`config.mk`:
```
export PLATFORM = sky130hd
export DESIGN_NAME = dfr_isqrt_pipe
export DESIGN_NICKNAME = d
export VERILOG_FILES = /design/src/assert_macros.svh /design/src/dfr_isqrt_pipe.sv
export SDC_FILE = /design/constraint.sdc
export NUM_CORES = 2
export LEC_CHECK = 0
export ABC_AREA = 1
export BUFFER_PORTS_ARGS = -buffer_cell sky130_fd_sc_hd__buf_2
export CAP_MARGIN = 20
export CORE_MARGIN = 3
export CORE_UTILIZATION = 32
export CTS_CLUSTER_SIZE = 16
export DETAILED_ROUTE_END_ITERATION = 6
export PLACE_DENSITY = 0.54
export SYNTH_ARGS = -nofsm -noshare
export SYNTH_HDL_FRONTEND = slang
export SYNTH_SLANG_ARGS = --single-unit
export TNS_END_PERCENT = 20
```
`constraint.sdc`:
```
create_clock -name i_clk -period 5.3 [get_ports i_clk]
set_clock_uncertainty 0.2 [all_clocks]
set_input_delay 0.265 -clock i_clk [delete_from_list [all_inputs] [get_ports i_clk]]
set_output_delay 0.265 -clock i_clk [all_outputs]
set_load 0.01 [all_outputs]
```
`src/assert_macros.svh`:
```
// Assertion macros used by the top-level RTL file of the reflectance block.
// Defining ASSERT_OFF compiles every assertion away.
`ifndef ASSERT_MACROS_SVH
`define ASSERT_MACROS_SVH
`ifndef ASSERT_OFF
`define ASSERT_IMPLY(label, clk, rst_n, ante, cons) \
    label: assert property (@(posedge clk) disable iff (!rst_n) (ante) |-> (cons)) \
        else $error("assertion failed");
`define ASSERT_NEVER(label, clk, rst_n, expr) \
    label: assert property (@(posedge clk) disable iff (!rst_n) !(expr)) \
        else $error("assertion failed");
`else
`define ASSERT_IMPLY(label, clk, rst_n, ante, cons)
`define ASSERT_NEVER(label, clk, rst_n, expr)
`endif
`endif

```
`src/dfr_isqrt_pipe.sv`:
```
// Pipelined integer square root, a fixed number of root bits per stage.
// Depends on nothing but its parameters.
module dfr_isqrt_pipe #(
    parameter int IN_W   = 56,
    parameter int SIDE_W = 1,
    parameter int STEPS  = 2
) (
    input  logic                  i_clk,
    input  logic                  i_rst_n,
    input  logic                  i_vld,
    input  logic [IN_W-1:0]       i_rad,
    input  logic [SIDE_W-1:0]     i_side,
    output logic                  o_vld,
    output logic [IN_W/2-1:0]     o_root,
    output logic [SIDE_W-1:0]     o_side
);
    localparam int ROOT_W = IN_W / 2;
    localparam int STAGES = ROOT_W / STEPS;
    localparam int REM_W  = ROOT_W + 2;

    logic              w_vld  [0:STAGES];
    logic [REM_W-1:0]  w_rem  [0:STAGES];
    logic [ROOT_W-1:0] w_root [0:STAGES];
    logic [IN_W-1:0]   w_rad  [0:STAGES];
    logic [SIDE_W-1:0] w_side [0:STAGES];

    assign w_vld[0]  = i_vld;
    assign w_rem[0]  = '0;
    assign w_root[0] = '0;
    assign w_rad[0]  = i_rad;
    assign w_side[0] = i_side;

    for (genvar s = 0; s < STAGES; s++) begin : g_stage
        logic [REM_W-1:0]  n_rem;
        logic [ROOT_W-1:0] n_root;
        logic [IN_W-1:0]   n_rad;
        logic [REM_W-1:0]  trial;
        logic              r_vld;
        logic [REM_W-1:0]  r_rem;
        logic [ROOT_W-1:0] r_root;
        logic [IN_W-1:0]   r_rad;
        logic [SIDE_W-1:0] r_side;

        always_comb begin
            n_rem  = w_rem[s];
            n_root = w_root[s];
            n_rad  = w_rad[s];
            trial  = '0;
            for (int j = 0; j < STEPS; j++) begin
                n_rem = {n_rem[REM_W-3:0], n_rad[IN_W-1 -: 2]};
                trial = {n_root, 2'b01};
                if (n_rem >= trial) begin
                    n_rem  = n_rem - trial;
                    n_root = {n_root[ROOT_W-2:0], 1'b1};
                end else begin
                    n_root = {n_root[ROOT_W-2:0], 1'b0};
                end
                n_rad = {n_rad[IN_W-3:0], 2'b00};
            end
        end

        always_ff @(posedge i_clk) begin
            if (!i_rst_n) begin
                r_vld <= 1'b0;
            end else begin
                r_vld <= w_vld[s];
            end
        end

        always_ff @(posedge i_clk) begin
            r_rem  <= n_rem;
            r_root <= n_root;
            r_rad  <= n_rad;
            r_side <= w_side[s];
        end

        assign w_vld[s+1]  = r_vld;
        assign w_rem[s+1]  = r_rem;
        assign w_root[s+1] = r_root;
        assign w_rad[s+1]  = r_rad;
        assign w_side[s+1] = r_side;
    end

    assign o_vld  = w_vld[STAGES];
    assign o_root = w_root[STAGES];
    assign o_side = w_side[STAGES];
endmodule

```
==> results.yml <==
status:
  status: "finished with violations"
  violations: "design-rule violations"
critical_path:
  crit_family: "simple AND/OR/NAND/NOR gates"
  setup.worst_path.class: "flop to flop"
  crit_path_start_kind: "flop"
  r2r-start: "g_stage[8].r_root[2]$_DFF_P_"
  cpPeakStageDelay_ns: 0.42
  crit_start: "g_stage[8].r_root[2]$_DFF_P_"
  end_kind: "flop"
  slowest_stage: "ha_1"
  cp.required_ns: 5.73
  cp_max_fo: 19
  crit_buf_inv: 6
  worst_ep_arrival_time_ns: 5.44
  crit_top_cell: "nand2_1"
  r2r_slack_ns: 0.30
global_routing:
  overflow: 0
  grt_pass1_wl_um: 309000
  antenna_found_initial: 6
  grt_pass1_vias: 55500
  grt_max_degree: 34
  grt_usage: 0.203
yosys:
  synth_cell_types: 58
  synth_flop_cell: "dfxtp_1"
  syn_area_um2: 59800
  synthArstFlopShare: 0
  synth_edf_count: 0
  synth.yosys.seq_area_share: 0.318
  syn_inst: 9255
  yosys_warnings: 0
  synth_seq_cells: 949
  avgSynthCellArea_um2: 6.46
clocking:
  htree_levels: 3
  cts_buffers: 107
  cts_sinks: 949
  tritoncts: "done"
  cts.reportedPaths.clkPinSlew_ns: 0.06
  cts_buffer_depth: 3
  clock_latency_ns: 0.79
  cts_root_buf: "clkbuf_16"
floorplan:
  start_util: 0.322
  ios: 90
  die_w_um: 438
  die_y_um: 438
  die_area_um2: 192000
  rows: 158
  coreArea_um2: 186000
sta:
  maxSlewViolCount: 0
  tightest_slew_ns: 0.957
  period_needed_ns: 5.00
  slew_headroom: 0.357
  setup_viol: 0
  finalSetupTns_ns: 0
  fmax_ghz: 0.200
  finalCritPeriodShare: 0.944
  hold_viol: 0
route:
  wl_um: 200000
  drtIter0Drc: 4489
  viasPerCell: 4.81
  wire_per_inst_um: 16.5
  dr.pass1.iters: 7
  antenna_left: 0
  drc: 2
  num_vias: 58500
layout:
  fin_nets: 10100
  layout_commonest_cell: "nand2_1"
  nFillCells: 20200
  drive_gt1_frac: 0.0598
  multiInputGateArea_um2: 35300
  register_area_um2: 19000
  area_delta_synth_final_pct: 15.2
  layout_common_cells: "nand2_1, inv_1, dfxtp_1"
placed_design:
  port_buffers: 89
  gp_congestion: 0.962
  dpl.hpwl_um: 166000
power:
  total_power_mw: 30.5
  p_leak_nw: 36.1
  irDropWorstVdd_mv: 0.447
  power_density_nw_per_um2: 443
flow_run:
  max_cap_viol_count: 0
hold_path:
  min-delay-start: "g_stage[6].r_root[4]$_DFF_P_"
  hold_class: "flop to flop"
## final timing paths
kind,depth (start not counted),endpoint
worst max register to register,25,g_stage[9].r_rem[26]$_DFF_P_
worst max-delay path,25,g_stage[9].r_rem[26]$_DFF_P_
worst min register to register,0,g_stage[7].r_root[6]$_DFF_P_
worst min-delay path,0,g_stage[7].r_root[6]$_DFF_P_
## cells by family after synthesis
kind of cell    share of synthesized area
xor+xnor                           0.0524
simple gates                        0.347
buf+inv                            0.0936
fa+ha+maj                          0.0906
flops                               0.318
other cells                     0.0000627
compound gates                     0.0987
## synthesized netlist by cell type (108+ instances only)
cell type	count	area [um2]
nand2_1	3072	11500
inv_1	1292	4850
dfxtp_1	949	19000
nor2_1	926	3480
nand3_1	524	2620
a21oi_1	482	2410
ha_1	433	5420
o21ai_0	398	1990
xor2_1	212	1860
nand4_1	162	1010
xnor2_1	142	1240
nor3_1	108	541
## stage by stage
| step | worst slack (ns) | utilization | instance area (um2) | hold slack [ns] | std cells |
|---|---|---|---|---|---|
| 5_1_grt | -0.0125 | 0.371 | 68900 | 0.0842 | 12200 |
| 2_1_floorplan | 1.15 | - | 59800 | 0.0927 | 9257 |
| 3_5_place_dp | -0.183 | 0.343 | 63700 | 0.112 | 11800 |
| 3_3_place_gp | -0.236 | 0.343 | 63700 | 0.110 | 11800 |
| 4_1_cts | 0.0228 | 0.370 | 68700 | 0.0718 | 12200 |
| 6_report | 0.297 | 0.371 | 68900 | 0.0886 | 12200 |
## sequential cells by signal (all words and copies together), names as in the netlist
register,flops
g_stage.r_rad,364
g_stage.r_rem,347
g_stage.r_root,182
g_stage.r_side,13
g_stage.r_vld,13
o_root,28
o_side,1
o_vld,1
## cell type report
cell class | count | share of cell area
diodes | 2 | 0.0000726
flip-flops and latches | 949 | 0.276
repair buffers | 319 | 0.0383
repair inverters | 3 | 0.000290
clock inverters | 55 | 0.0129
multi-input cells | 6885 | 0.512
inverters | 1323 | 0.0722
clock buffers | 145 | 0.0428
well taps | 2480 | 0.0450
## timing repair
item                                    CTS  global route
endpoints found under the setup margin   16            83
endpoints found under the hold margin    80             0
buffers inserted                          0             6
cloned                                    1             3
gates resized for setup                   5            44
pin swaps                                 0             7
hold buffers                            119             0
## where the power goes
part / internal (mW) / switching (mW) / total, mW
logic: 4.30 / 8.80 / 13.1
registers: 8.39 / 1.11 / 9.50
clock network: 4.70 / 3.26 / 7.96
## routing by layer
metal,global-route usage,vias to the layer above,part of all wire
met5,0,-,0
met4,0.0568,0,0.028
met3,0.0259,269,0.051
met2,0.342,1519,0.46
met1,0.270,26600,0.46
li1,-,30100,-
No activity file was read; power rests on OpenSTA's default activity.
